## src/rtl/gshc_pkg.sv

```systemverilog
// Shared types and constants for the gas sensor heater cycle sequencer.
package gshc_pkg;

    // Register indexes on the configuration port.
    localparam logic [1:0] CFG_HEAT_TICKS     = 2'd0;
    localparam logic [1:0] CFG_COOL_TICKS     = 2'd1;
    localparam logic [1:0] CFG_WARNING_LEVEL  = 2'd2;
    localparam logic [1:0] CFG_CRITICAL_LEVEL = 2'd3;

    // Action codes of an input request.
    localparam logic [1:0] ACT_TICK  = 2'd0;
    localparam logic [1:0] ACT_START = 2'd1;
    localparam logic [1:0] ACT_STOP  = 2'd2;

    localparam int TICKS_W   = 24;
    localparam int ELAPSED_W = 26;
    localparam int SAMPLE_W  = 10;

    localparam logic [ELAPSED_W-1:0] ELAPSED_MAX     = '1;
    localparam logic [SAMPLE_W-1:0]  SAMPLE_RAIL_LOW  = '0;
    localparam logic [SAMPLE_W-1:0]  SAMPLE_RAIL_HIGH = '1;
    // 0.1 V floor at 5.0 V full scale: s * 50 < 1023 exactly when s <= 20.
    localparam logic [SAMPLE_W-1:0]  NO_RESPONSE_MAX  = 10'd20;

    localparam logic [TICKS_W-1:0]   HEAT_TICKS_RST     = 24'd60000;
    localparam logic [TICKS_W-1:0]   COOL_TICKS_RST     = 24'd90000;
    localparam logic [ELAPSED_W-1:0] STUCK_LIMIT_RST    = 26'd180000;
    localparam logic [SAMPLE_W-1:0]  WARNING_LEVEL_RST  = 10'd512;
    localparam logic [SAMPLE_W-1:0]  CRITICAL_LEVEL_RST = 10'd800;

    typedef enum logic [1:0] {
        PHASE_IDLE = 2'd0,
        PHASE_HEAT = 2'd1,
        PHASE_COOL = 2'd2
    } phase_t;

    typedef struct packed {
        logic [1:0]          action;
        logic [SAMPLE_W-1:0] adc_sample;
    } in_item_t;

    typedef struct packed {
        logic                heater_on;
        logic [1:0]          phase;
        logic                phase_changed;
        logic                measure_valid;
        logic [SAMPLE_W-1:0] measured_sample;
        logic                smoke_warning;
        logic                smoke_critical;
        logic                sensor_fault;
    } out_item_t;

    // Active configuration, including the precomputed stuck limit.
    typedef struct packed {
        logic [TICKS_W-1:0]   heat_ticks;
        logic [TICKS_W-1:0]   cool_ticks;
        logic [ELAPSED_W-1:0] stuck_limit;
        logic [SAMPLE_W-1:0]  warning_level;
        logic [SAMPLE_W-1:0]  critical_level;
    } cfg_t;

    // Sequencer state carried from one request to the next.
    typedef struct packed {
        logic                 enabled;
        phase_t               phase;
        logic [ELAPSED_W-1:0] elapsed;
        logic [SAMPLE_W-1:0]  last_sample;
    } seq_state_t;

endpackage

```

## src/rtl/gas_sensor_heater_cycle_sequencer_top.sv

```systemverilog
// Top level of the gas sensor heater cycle sequencer.
//
//   Channel  | Signals                         | Direction
//   ---------+---------------------------------+----------
//   input    | in_valid, in_stall, in_data     | request in
//   output   | out_valid, out_stall, out_data  | result out
//   config   | cfg_we, cfg_index, cfg_data     | write in
//
// Each request is captured in an input register, handled by the step logic and
// written into the output register; one request per cycle is sustained while
// the output is not stalled.
// Reset clears the sequencer state and loads the register defaults.
// A stalled output holds its result; the input register still takes one
// more request, and in_stall rises only while both registers are full.
module gas_sensor_heater_cycle_sequencer_top (
    input  logic                         clk,
    input  logic                         rst_n,
    input  logic                         in_valid,
    output logic                         in_stall,
    input  gshc_pkg::in_item_t           in_data,
    output logic                         out_valid,
    input  logic                         out_stall,
    output gshc_pkg::out_item_t          out_data,
    input  logic                         cfg_we,
    input  logic [1:0]                   cfg_index,
    input  logic [gshc_pkg::TICKS_W-1:0] cfg_data
);
    import gshc_pkg::*;

    cfg_t       cfg;
    in_item_t   in_item_reg;
    logic       in_valid_reg;
    logic       in_valid_next;
    logic       out_valid_reg;
    logic       out_valid_next;
    out_item_t  out_item_reg;
    out_item_t  step_result;
    seq_state_t state_reg;
    seq_state_t state_next;
    logic       accept;
    logic       advance;

    gshc_cfg u_cfg (
        .clk       (clk),
        .rst_n     (rst_n),
        .cfg_we    (cfg_we),
        .cfg_index (cfg_index),
        .cfg_data  (cfg_data),
        .cfg       (cfg)
    );

    gshc_step u_step (
        .item      (in_item_reg),
        .state_cur (state_reg),
        .cfg       (cfg),
        .state_new (state_next),
        .result    (step_result)
    );

    // Handshake: the held request moves on when the output register is free.
    assign advance  = in_valid_reg && (!out_valid_reg || !out_stall);
    assign in_stall = in_valid_reg && !advance;
    assign accept   = in_valid && !in_stall;

    assign in_valid_next  = accept ? 1'b1 : (advance ? 1'b0 : in_valid_reg);
    assign out_valid_next = advance ? 1'b1 :
                            ((out_valid_reg && !out_stall) ? 1'b0 : out_valid_reg);

    // Control registers.
    always_ff @(posedge clk or negedge rst_n)
    begin
        if (!rst_n)
        begin
            in_valid_reg          <= 1'b0;
            out_valid_reg         <= 1'b0;
            state_reg.enabled     <= 1'b0;
            state_reg.phase       <= PHASE_IDLE;
            state_reg.elapsed     <= '0;
            state_reg.last_sample <= '0;
        end
        else
        begin
            in_valid_reg  <= in_valid_next;
            out_valid_reg <= out_valid_next;
            if (advance)
            begin
                state_reg <= state_next;
            end
        end
    end

    // Payload registers.
    always_ff @(posedge clk)
    begin
        if (accept)
        begin
            in_item_reg <= in_data;
        end
        if (advance)
        begin
            out_item_reg <= step_result;
        end
    end

    assign out_valid = out_valid_reg;
    assign out_data  = out_item_reg;

    // The heater drive is on exactly in the heating phase.
    a_heater_matches_phase: assert property (@(posedge clk) disable iff (!rst_n)
        out_valid_reg |-> (out_item_reg.heater_on == (out_item_reg.phase == PHASE_HEAT)))
        else $error("heater drive disagrees with reported phase");

    // A measurement always ends cooling and restarts heating.
    a_measure_restarts_heat: assert property (@(posedge clk) disable iff (!rst_n)
        (out_valid_reg && out_item_reg.measure_valid) |->
            (out_item_reg.phase_changed && out_item_reg.phase == PHASE_HEAT))
        else $error("measurement without return to heating");

    // A disabled sequencer rests in idle.
    a_disabled_is_idle: assert property (@(posedge clk) disable iff (!rst_n)
        !state_reg.enabled |-> (state_reg.phase == PHASE_IDLE))
        else $error("phase active while disabled");

    // The phase timer is clear whenever the sequencer is idle.
    a_idle_timer_clear: assert property (@(posedge clk) disable iff (!rst_n)
        (state_reg.phase == PHASE_IDLE) |-> (state_reg.elapsed == '0))
        else $error("phase timer running in idle");

endmodule

```

## src/rtl/gshc_cfg.sv

```systemverilog
// Configuration registers of the heater cycle sequencer.
module gshc_cfg (
    input  logic                           clk,
    input  logic                           rst_n,
    input  logic                           cfg_we,
    input  logic [1:0]                     cfg_index,
    input  logic [gshc_pkg::TICKS_W-1:0]   cfg_data,
    output gshc_pkg::cfg_t                 cfg
);
    import gshc_pkg::*;

    cfg_t cfg_reg;
    cfg_t cfg_next;

    // Decode a write; the stuck limit follows heat_ticks as three times its value.
    always_comb
    begin
        cfg_next = cfg_reg;
        if (cfg_we)
        begin
            unique case (cfg_index)
                CFG_HEAT_TICKS:
                begin
                    cfg_next.heat_ticks  = cfg_data;
                    cfg_next.stuck_limit = {2'b00, cfg_data} + {1'b0, cfg_data, 1'b0};
                end
                CFG_COOL_TICKS:     cfg_next.cool_ticks     = cfg_data;
                CFG_WARNING_LEVEL:  cfg_next.warning_level  = cfg_data[SAMPLE_W-1:0];
                CFG_CRITICAL_LEVEL: cfg_next.critical_level = cfg_data[SAMPLE_W-1:0];
                default:            cfg_next = cfg_reg;
            endcase
        end
    end

    always_ff @(posedge clk or negedge rst_n)
    begin
        if (!rst_n)
        begin
            cfg_reg.heat_ticks     <= HEAT_TICKS_RST;
            cfg_reg.cool_ticks     <= COOL_TICKS_RST;
            cfg_reg.stuck_limit    <= STUCK_LIMIT_RST;
            cfg_reg.warning_level  <= WARNING_LEVEL_RST;
            cfg_reg.critical_level <= CRITICAL_LEVEL_RST;
        end
        else
        begin
            cfg_reg <= cfg_next;
        end
    end

    assign cfg = cfg_reg;

endmodule

```

## src/rtl/gshc_step.sv

```systemverilog
// Next-state and result logic for one sequencer request.
module gshc_step (
    input  gshc_pkg::in_item_t   item,
    input  gshc_pkg::seq_state_t state_cur,
    input  gshc_pkg::cfg_t       cfg,
    output gshc_pkg::seq_state_t state_new,
    output gshc_pkg::out_item_t  result
);
    import gshc_pkg::*;

    logic [ELAPSED_W-1:0] elapsed_inc;
    logic                 changed;
    logic                 measured;
    logic                 stuck;
    logic                 rail;
    logic                 no_response;

    // Saturating increment of the phase timer.
    assign elapsed_inc = (state_cur.elapsed == ELAPSED_MAX) ? state_cur.elapsed
                                                            : state_cur.elapsed + 1'b1;

    // Phase sequencing on start, stop and tick.
    always_comb
    begin
        state_new = state_cur;
        changed   = 1'b0;
        measured  = 1'b0;
        case (item.action)
            ACT_START:
            begin
                state_new.enabled = 1'b1;
                state_new.phase   = PHASE_HEAT;
                state_new.elapsed = '0;
            end
            ACT_STOP:
            begin
                state_new.enabled = 1'b0;
                state_new.phase   = PHASE_IDLE;
                state_new.elapsed = '0;
                changed           = 1'b1;
            end
            ACT_TICK:
            begin
                if (state_cur.enabled && state_cur.phase != PHASE_IDLE)
                begin
                    state_new.elapsed = elapsed_inc;
                    if (state_cur.phase == PHASE_HEAT)
                    begin
                        if (elapsed_inc >= {2'b00, cfg.heat_ticks})
                        begin
                            state_new.phase   = PHASE_COOL;
                            state_new.elapsed = '0;
                            changed           = 1'b1;
                        end
                    end
                    else if (state_cur.phase == PHASE_COOL)
                    begin
                        if (elapsed_inc >= {2'b00, cfg.cool_ticks})
                        begin
                            state_new.last_sample = item.adc_sample;
                            state_new.phase       = PHASE_HEAT;
                            state_new.elapsed     = '0;
                            measured              = 1'b1;
                            changed               = 1'b1;
                        end
                    end
                end
            end
            default:
            begin
                state_new = state_cur;
            end
        endcase
    end

    // Fault sources, judged on the state after this request.
    assign stuck       = (state_new.phase != PHASE_IDLE) &&
                         (state_new.elapsed > cfg.stuck_limit);
    assign rail        = (item.adc_sample == SAMPLE_RAIL_LOW) ||
                         (item.adc_sample == SAMPLE_RAIL_HIGH);
    assign no_response = state_new.enabled && (state_new.phase == PHASE_HEAT) &&
                         (item.adc_sample <= NO_RESPONSE_MAX);

    // Result fields.
    always_comb
    begin
        result.heater_on       = (state_new.phase == PHASE_HEAT);
        result.phase           = state_new.phase;
        result.phase_changed   = changed;
        result.measure_valid   = measured;
        result.measured_sample = state_new.last_sample;
        result.smoke_warning   = (state_new.last_sample >= cfg.warning_level);
        result.smoke_critical  = (state_new.last_sample >= cfg.critical_level);
        result.sensor_fault    = stuck || rail || no_response;
    end

endmodule
```

## config.mk

```make
export PLATFORM = sky130hd
export DESIGN_NAME = gas_sensor_heater_cycle_sequencer_top
export DESIGN_NICKNAME = d
export VERILOG_FILES = /design/src/rtl/gshc_pkg.sv /design/src/rtl/gas_sensor_heater_cycle_sequencer_top.sv /design/src/rtl/gshc_cfg.sv /design/src/rtl/gshc_step.sv
export SDC_FILE = /design/constraint.sdc
export NUM_CORES = 1
export LEC_CHECK = 0
export BUFFER_PORTS_ARGS = -buffer_cell sky130_fd_sc_hd__buf_2
export CORE_MARGIN = 2
export CORE_UTILIZATION = 54
export DETAILED_ROUTE_END_ITERATION = 16
export PLACE_DENSITY_LB_ADDON = 0.1
export SLEW_MARGIN = 20
export SYNTH_ARGS = -nofsm -noshare
export SYNTH_HDL_FRONTEND = slang
export SYNTH_SLANG_ARGS = --single-unit
```

## constraint.sdc

```tcl
create_clock -name clk -period 11.17 [get_ports clk]
set_input_delay 1.6755 -clock clk [delete_from_list [all_inputs] [get_ports clk]]
set_output_delay 1.6755 -clock clk [all_outputs]
set_load 0.02 [all_outputs]
```

Yosys cells after proc, flatten, opt, wreduce, memory -nomap -nowiden
Index checks and enable logic that the tools add are counted.

operators by class
  add/subtract/negate cells = 2
  order comparisons = 6
  equal/unequal tests = 10
  multiplexer cells = 20
  bitwise gates (word level) = 2
  reductions and logical operators = 28

operators by type and width
  operator                                                                           number
  38-bit two-way mux                                                                 3
  28-bit one-hot mux with 3 select lines                                             1
  28-bit two-way mux                                                                 2
  26-bit by 24-bit >= comparator with 1-bit output                                   2
  24-bit by 25-bit adder with 26-bit output                                          1
  26-bit by 1-bit adder with 26-bit output, second input constant                    1
  26-bit equality test, second input constant                                        1
  26-bit greater-than comparator                                                     1
  26-bit two-way mux                                                                 1
  10-bit >= comparator                                                               2
  10-bit two-way mux                                                                 2
  10-bit equality test, second input constant                                        1
  10-bit by 5-bit less-or-equal comparator with 1-bit output, second input constant  1
  10-bit zero test                                                                   1
  1-bit two-way mux                                                                  9
  2-bit by 1-bit equality test with 1-bit output, second input constant              4
  2-bit equality test, second input constant                                         4
  1-bit logical AND                                                                  8
  2-bit AND reduction                                                                4
  2-bit nonzero test                                                                 4
  1-bit zero test                                                                    4
  2-bit zero test                                                                    2
  1-bit logical OR                                                                   4
  1-bit one-hot mux with 2 select lines                                              2
  2 further kinds                                                                    3

word-level totals
  flip-flop bits (word level) = 165
  input bits = 43
  logic and storage cells = 89

Depth between registers and ports, before layout
Gate-level depths: netlist (run 1).

  depth in word-level cells = 12
  gate-level depth with buffers = 31
  depth with buffers taken out = 28

Cells and area by module
From an unflattened synthesis (run 1), not the netlist that was laid out.

second synthesis, totals
  cells, all modules = 1141
  area total of the unflattened synthesis = 11080.6 um2

modules (own cells, without submodules)
  module                                 times used  cells each  area each (um2)
  gshc_cfg                               1           447         4673.2
  gshc_step                              1           574         3948.8
  gas_sensor_heater_cycle_sequencer_top  1           120         2458.6

Worst setup path before layout (run 1)
No wires, ideal clock.

  path kind = register -> register
  start = register state_reg[14] (netlist bit)
  end = register out_item_reg (netlist bit out_data[1]), data pin
  library setup time = 0.254 ns
  arrival time = 5.585 ns
  path slack = 5.331 ns
  stages on the path, launching flop included = 31
  buffers on the path = 4
  clock period less this slack = 5.839 ns
  cells stage by stage = dfrtp_1 > buf_2 > nand4_1 > nor3_4 > nor4bb_1 > clkbuf_1 > or2_2 > clkbuf_1 > nor2_1 > and3_1 > xnor2_1 > inv_1 > ha_1 > nand4_1 > a211oi_1 > nor3_1 > o221ai_1 > a311oi_4 > nor4_1 > buf_2 > mux2i_1 > ha_1 > nand2b_1 > a21o_1 > a21o_1 > a21o_1 > a21o_1 > a21oi_1 > o21ai_0 > nand3_1 > nand2_1

RTL lines
  what                      line                                          RTL
  start: declaration        gas_sensor_heater_cycle_sequencer_top.sv:38   seq_state_t state_reg;
  start signal: assignment  gas_sensor_heater_cycle_sequencer_top.sv:87   state_reg <= state_next;
  end signal: assignment    gas_sensor_heater_cycle_sequencer_top.sv:101  out_item_reg <= step_result;
  end: declaration          gas_sensor_heater_cycle_sequencer_top.sv:36   out_item_t out_item_reg;

==> results of run 1 <==
==> report_power, final <==
part / leakage, µW / switching, µW / total (µW) / internal [µW]
Sequential: 0.00194 / 42.8 / 745 / 702
Clock: 0.000295 / 264 / 600 / 336
Combinational: 0.00354 / 206 / 343 / 137
==> area by class of cell <==
class | count | area share (%)
repair buffers | 69 | 3.10
clock buffers | 17 | 3.57
clock inverters | 15 | 1.45
well taps | 265 | 2.78
flip-flops and latches | 164 | 36.0
inverters | 121 | 3.81
multi-input cells | 830 | 49.2
==> worst max-delay path, cell delays in order, from the launching register on <==
cell       delay, ns
dfrtp_1         0.57
nand4_4         0.20
nor4_1          0.33
nor4bb_2        0.60
or2_2           0.28
nor3_1          0.12
and4_1          0.24
xnor2_1         0.30
inv_1           0.13
ha_1            0.31
nand2_1         0.08
nor2_1          0.10
a221oi_1        0.27
o21ai_0         0.26
a311oi_4        0.49
o2111ai_2       0.63
o21ai_0         0.41
ha_1            0.29
nor2b_1         0.13
o31ai_1         0.26
a21oi_1         0.11
o21ai_0         0.20
o211ai_1        0.14
a21oi_1         0.15
a21oi_1         0.05
o21ba_2         0.26
o21ai_0         0.07
==> stage by stage <==
stage	hold slack [ns]	worst slack, ns	power (µW)	std cells
floorplan	0.450	5.33	987	1155
global placement	0.462	4.05	1090	1449
detailed placement	0.472	3.83	1100	1449
CTS	0.483	3.76	1700	1481
global route	0.508	3.44	1780	1481
finish	0.478	3.91	1690	1481
==> cells by family (layout without fill, tap and decap cells) <==
logic type	after synthesis	in the layout	synth area share (%)
mux	60	60	6.25
buf+inv	161	222	5.75
fa+ha+maj	125	125	14.6
simple gates	330	330	14.7
compound gates	273	273	15.3
xor+xnor	42	42	3.42
flops	164	164	39.9
==> layer usage <==
layer  global-route usage (%)  vias to the layer above  share of wire (%)
li1                         -                     4161                  -
met1                     38.9                     3944                 52
met3                     3.55                       23                3.7
met2                     37.5                      175                 43
met4                     5.25                        0                1.2
met5                        0                        -                  0
==> synthesized netlist by cell type, types with 5 or more instances <==
library cell / count
nand2_1: 151
ha_1: 124
inv_1: 120
o21ai_0: 119
dfrtp_1: 105
a21oi_1: 63
mux2_2: 57
nor2_1: 53
edfxtp_1: 30
dfstp_2: 29
nand3_1: 28
a21o_1: 26
clkbuf_1: 26
xnor2_1: 26
nor3_1: 19
nand4_1: 17
xor2_1: 16
nand2b_1: 10
a31oi_1: 8
buf_2: 8
nor4_1: 8
and2_1: 6
a211oi_1: 5
and3_1: 5
buf_1: 5
nor2b_1: 5
o211ai_1: 5
o31ai_1: 5
==> path summary, 6_finish.rpt <==
check | cells after the start | start | slack (ns) | endpoint
setup / recovery | 26 | state_reg[26] | 3.91 | out_data[0]
max in group asynchronous | 2 | rst_n | 8.66 | u_cfg.cfg[77]
hold reg to reg | 2 | u_cfg.cfg[28] | 0.48 | u_cfg.cfg[28]
hold / removal | 2 | u_cfg.cfg[28] | 0.48 | u_cfg.cfg[28]
min in group asynchronous | 1 | rst_n | 1.21 | u_cfg.cfg[44]
setup reg to reg | 26 | state_reg[26] | 3.91 | out_data[0]
==> results_dict.tcl, run 1 <==
set metrics [dict create \
    start_util_pct 55.1 \
    syn_inst 1155 \
    synthTopCellsByArea "dfrtp_1 (24%), ha_1 (14%), edfxtp_1 (8.4%)" \
    h-tree-depth 4 \
    finish.instance_area_um2 11900 \
    slew_headroom_pct 23.2 \
    ys_types 70 \
    cp_max_fo 27 \
    synth_seq_area_share_pct 39.9 \
    netlist.top_cell.by_area "dfrtp_1" \
    regArea_um2 4290 \
    hold_violations 0 \
    largest_reg_flops 93 \
    powerDensity_nw_per_um2 142 \
    worst_slew_pin_slew_ns 1.15 \
    dp_hpwl_um 19000 \
    grt_pass1_vias 8084 \
    cts_inserted_buffers 17 \
    cts-root-buf "clkbuf_16" \
    max_freq_mhz 138 \
    avgSynthCellArea_um2 9.31 \
    mostFrequentLayoutCells "nand2_1 (151), ha_1 (124), inv_1 (120)" \
    hold_class "register to register" \
    gr-total-overflow 0 \
    clock_sinks 164 \
    setup_violations 0 \
    cts_hold_buffers 0 \
    leakage_uw 0.00578 \
    viasPerCell 5.61 \
    placed_area_um2 11300 \
    routed_wl_um 25300 \
    ir_worst_vdd_mv 0.0885 \
    fin_nets 1371 \
    antenna_left 0 \
    multi_input_area_um2 5860 \
    cp_data_arrival_time_ns 7.42 \
    io_pins 63 \
    fillCellCount 1756 \
    min_period_ns 7.26 \
    die-area_um2 21100 \
    cp_data_required_time_ns 11.34 \
    n_antenna_cell 0 \
    maxCapViolations 0 \
    endpoint_kind "register" \
    async_flop_share_pct 81.7 \
    grt_max_degree 69 \
    layout_commonest_cell "nand2_1" \
    post_cts_resized 0 \
    rows 51 \
    clkTransAtPathRegs_ns 0.07 \
    clk_latency_ns 0.43 \
    synth-edff-count 30 \
    ys_seq_elements 164 \
    status "finished, final reports clean" \
    cts_tree "done" \
    drtPass1Iterations 5 \
    final.setup_skew_ns 0.00921 \
    dr_total_vias 8303 \
    fin_crit_sh_pct 65.0 \
    post-route-drc-count 0 \
    setup_tns_ns 0 \
    rsz0062_at_grt "no" \
    synth_top_area_share_pct 24.4 \
    design.core.area_um2 19500 \
    drive_gt1_share_pct 16.9 \
    cp-start-kind "register" \
    io_buffers 62 \
    post-cts-setup-buffers 0 \
    finalWeightedCongestion 0.923 \
    drtIter0Drc 546 \
    final_max_slew_viol_count 0 \
    grt_pass1_wl_um 42500 \
    antenna_found_initial 0 \
    final_util_pct 61.0 \
    syn-num-nets 1323 \
    area_growth_pct 10.7 \
    criticalPathCategory "register to register" \
    gr-usage-all-layers_pct 25.1 \
    die_x_um 145 \
    syn-cell-area_um2 10800 \
    ys.flop_type "dfrtp_1" \
    clockBufferDepth 2 \
    die_y_um 145 \
    yosys_warnings 0 \
    wl_per_cell_um 17.1 \
]
Note: power is estimated with default switching activity, not from simulation.
==> run 2: changes to the inputs <==
Clock period 11.17 ns to 6.2 ns, I/O delays scaled along.
==> results_dict.tcl, run 2 (same netlist as run 1, synthesis figures left out) <==
set metrics [dict create \
    antenna_found_initial 0 \
    grt_pass1_wl_um 42200 \
    finish.instance_area_um2 12200 \
    gr-usage-all-layers_pct 25.1 \
    setup_tns_ns 0 \
    status "finished, final reports clean" \
    leakage_uw 0.00595 \
    layout_setup_ws_ns 0.322 \
    final.setup_skew_ns 0.0124 \
    cts-root-buf "clkbuf_16" \
    clock_sinks 164 \
    grt_pass1_vias 8138 \
    design.core.area_um2 19500 \
    antenna_left 0 \
    endpoint_kind "register" \
    wl_per_cell_um 17.1 \
    cts_hold_buffers 0 \
    max_freq_mhz 170 \
    start_util_pct 55.1 \
    final_util_pct 62.5 \
    drtIter0Drc 599 \
    clkTransAtPathRegs_ns 0.07 \
    hold_class "input pin to asynchronous set/reset pin" \
    gr-total-overflow 0 \
    cp_data_arrival_time_ns 6.06 \
    cp_top_family "compound AO/OA/AOI/OAI gates" \
    grt_max_degree 70 \
    slew_headroom_pct 30.5 \
    mostFrequentLayoutCells "nand2_1 (150), ha_1 (124), inv_1 (120)" \
    fillCellCount 1725 \
    die_x_um 145 \
    r2r_slack_ns 0.32 \
    finalWeightedCongestion 0.870 \
    fin_crit_sh_pct 94.8 \
    die_y_um 145 \
    post-route-drc-count 0 \
    layout_commonest_cell "nand2_1" \
    maxCapViolations 0 \
    setup_violations 0 \
    io_pins 63 \
    cp-start-kind "register" \
    clockBufferDepth 2 \
    ir_worst_vdd_mv 0.186 \
    drtPass1Iterations 5 \
    h-tree-depth 4 \
    io_buffers 62 \
    cp_data_required_time_ns 6.38 \
    max_stage_delay_ns 0.44 \
    dr_total_vias 8510 \
    fin_total_pwr_uw 3000 \
    cts_inserted_buffers 17 \
    largest_reg_flops 93 \
    routed_wl_um 25800 \
    hold_violations 0 \
    cp_max_fo 9 \
    viasPerCell 5.64 \
    clk_latency_ns 0.44 \
    fin_nets 1399 \
    worst_slew_pin_slew_ns 1.04 \
    cp_slowest_cell "dfrtp_2" \
    die-area_um2 21100 \
    min_period_ns 5.88 \
    final_max_slew_viol_count 0 \
    placed_area_um2 11500 \
    dp_hpwl_um 19300 \
    dpl_worst_slack_ns -0.0647 \
    criticalPathCategory "register to register" \
    crit_buf_inv 4 \
    drive_gt1_share_pct 20.5 \
    rows 51 \
    area_growth_pct 13.6 \
    n_antenna_cell 0 \
    cts_tree "done" \
    powerDensity_nw_per_um2 245 \
]
==> run 2: cell count changes in the layout (fill, tap and decap cells not counted), sizes merged <==
cell / previous run / this run
inv: 125 / 128
clkinvlp: 0 / 4
buf: 69 / 97
bufinv: 2 / 0
clkinv: 9 / 4
==> run 2: metal layers <==
layer	wire length [µm]	vias to the layer above	track usage, %
met2	11200	224	37.1
met3	1240	42	3.46
met1	12900	4040	38.1
met5	0	-	0
met4	495	0	7.99
li1	-	4204	-
==> run 2: final cells by class <==
class | count | area [µm²] | share of cell area (%)
Tap cell | 265 | 332 | 2.71
Clock buffer | 17 | 425 | 3.48
Timing Repair Buffer | 97 | 579 | 4.74
Sequential cell | 164 | 4300 | 35.2
Multi-Input combinational cell | 830 | 5980 | 49.0
Inverter | 121 | 454 | 3.72
Clock inverter | 15 | 141 | 1.16
==> run 2: metrics by stage <==
step | instances | hold WS (ns)
after floorplan | 1155 | 0.450
after global placement | 1470 | 0.462
after detailed placement | 1470 | 0.472
after CTS | 1502 | 0.484
after global routing | 1509 | 0.503
final | 1509 | 0.466
==> run 2: what timing repair did <==
| action | CTS | global route |
|---|---|---|
| pin swaps | 1 | 9 |
| endpoints found under the setup margin | 3 | 3 |
| resized for setup | 2 | 26 |
| setup buffers | 0 | 7 |
==> run 2: worst reg2reg max path, delay by kind of cell, from the launching register on <==
kind / cells / cell delay [ns]
and+or+nand+nor: 10 / 1.82
adders and majority gates: 2 / 0.60
AOI/OAI and AO/OA: 11 / 1.98
DFF: 1 / 0.44
xor gates and xnor gates: 1 / 0.19
buffers and inverters: 4 / 0.57
==> run 2: final timing paths <==
kind	start	end	cells past startpoint
worst max-delay path	state_reg[29]	out_data[0]	28
worst min-delay path	rst_n	u_cfg.cfg[45]	1
worst max register to register	state_reg[29]	out_data[0]	28
worst min register to register	u_cfg.cfg[37]	u_cfg.cfg[37]	2
max in group asynchronous	rst_n	state_reg[24]	2
min in group clk	u_cfg.cfg[37]	u_cfg.cfg[37]	2
==> run 2: power breakdown <==
part / switching [µW] / total, µW / internal (µW) / leakage [µW]
sequential: 74.3 / 1340 / 1260 / 0.00193
clock: 495 / 1030 / 532 / 0.000267
combinational: 376 / 630 / 254 / 0.00375
==> run 3: changes to the inputs <==
Settings changed: BUFFER_PORTS_ARGS -buffer_cell sky130_fd_sc_hd__buf_2 to -buffer_cell sky130_fd_sc_hd__buf_4, MAX_ROUTING_LAYER from default to met4.
==> results_dict.tcl, run 3 (same netlist as run 1, synthesis figures left out) <==
set metrics [dict create \
    status "finished, final reports clean" \
    final_max_slew_viol_count 0 \
    hold_violations 0 \
    antenna_found_initial 0 \
    grt_pass1_wl_um 44100 \
    drive_gt1_share_pct 20.0 \
    cp_slowest_cell "dfrtp_1" \
    fin_crit_sh_pct 93.2 \
    rows 51 \
    drtPass1Iterations 5 \
    drtIter0Drc 606 \
    cp_data_required_time_ns 6.38 \
    design.core.area_um2 19500 \
    dp_hpwl_um 19800 \
    antenna_left 0 \
    io_pins 63 \
    clkTransAtPathRegs_ns 0.07 \
    reg2regPathDepth 28 \
    endpoint_kind "register" \
    cp-start-kind "register" \
    fin_nets 1396 \
    ir_worst_vdd_mv 0.164 \
    grt_max_degree 77 \
    max_stage_delay_ns 0.45 \
    finalWeightedCongestion 0.906 \
    max_freq_mhz 173 \
    maxCapViolations 0 \
    slew_headroom_pct 27.7 \
    clock_sinks 164 \
    cp_max_fo 9 \
    setup_violations 0 \
    area_growth_pct 15.0 \
    clk_latency_ns 0.44 \
    leakage_uw 0.00599 \
    dr_total_vias 8566 \
    die-area_um2 21100 \
    start_util_pct 55.1 \
    largest_reg_flops 93 \
    setup_tns_ns 0 \
    routed_wl_um 26600 \
    cp_data_arrival_time_ns 5.96 \
    mostFrequentLayoutCells "nand2_1 (151), ha_1 (124), inv_1 (120)" \
    n_antenna_cell 0 \
    gr-usage-all-layers_pct 26.9 \
    worst_slew_pin_slew_ns 1.08 \
    fillCellCount 1688 \
    final.setup_skew_ns 0.0187 \
    cts-root-buf "clkbuf_16" \
    post-route-drc-count 0 \
    viasPerCell 5.69 \
    gr-total-overflow 0 \
    rsz0062_at_grt "no" \
    hold_class "input pin to asynchronous set/reset pin" \
    holdWs_ns 0.479 \
    wl_per_cell_um 17.6 \
    grt_pass1_vias 8366 \
    clockBufferDepth 2 \
    cts_tree "done" \
    min_period_ns 5.78 \
    die_y_um 145 \
    fin_total_pwr_uw 3060 \
    criticalPathCategory "register to register" \
    powerDensity_nw_per_um2 248 \
    io_buffers 62 \
    h-tree-depth 4 \
    r2r_slack_ns 0.42 \
    die_x_um 145 \
    layout_commonest_cell "nand2_1" \
    cts_inserted_buffers 17 \
]
==> run 3: worst paths after layout <==
path	startpoint	end
setup / recovery	state_reg[24]	out_data[0]
hold / removal	rst_n	u_cfg.cfg[44]
setup reg to reg	state_reg[24]	out_data[0]
hold reg to reg	u_cfg.cfg[37]	u_cfg.cfg[37]
max in group asynchronous	rst_n	u_cfg.cfg[74]
min in group clk	u_cfg.cfg[37]	u_cfg.cfg[37]
==> run 3: critical path: cells and delay by family (launching register included) <==
family	cells	cell delay, ns
and+or+nand+nor	12	1.93
DFF	1	0.45
buffers and inverters	2	0.25
xor gates and xnor gates	1	0.23
adders and majority gates	2	0.64
AOI/OAI and AO/OA	11	2.01
==> run 3: metal layers <==
layer	GRT usage [%]	up-vias	routed length, µm
li1	-	4197	-
met1	39.7	4147	13300
met2	39.4	200	11900
met3	4.65	22	1150
met4	5.25	0	261
met5	-	-	0
==> run 3: metrics by stage <==
step	utilization, %	setup slack [ns]	area (µm²)	cells
2_1_floorplan	-	0.361	10800	1155
3_3_place_gp	59.6	0.186	11600	1473
3_5_place_dp	59.6	0.00694	11600	1473
4_1_cts	62.7	0.0386	12200	1505
5_1_grt	63.3	0.00684	12400	1506
6_report	63.3	0.420	12400	1506
==> run 3: repair_timing <==
action | in CTS | in global routing
pin swaps | 1 | 6
setup buffers | 0 | 1
gates resized for setup | 2 | 28
hold buffers | 0 | 0
hold endpoints to repair | 0 | 0
endpoints found under the setup margin | 2 | 3
==> run 3: layout make-up <==
type	count	area [µm²]	area share (%)
Multi-Input combinational cell	830	5980	48.4
Sequential cell	164	4300	34.7
Timing Repair Buffer	94	709	5.74
Inverter	121	454	3.67
Clock buffer	17	425	3.44
Tap cell	265	332	2.68
Clock inverter	15	171	1.39
==> run 3: power by group <==
| part | internal, µW | total, µW | switching, µW | leakage, µW |
|---|---|---|---|---|
| logic | 263 | 649 | 385 | 0.00376 |
| clock network | 605 | 1080 | 473 | 0.000292 |
| registers | 1270 | 1340 | 73.4 | 0.00193 |
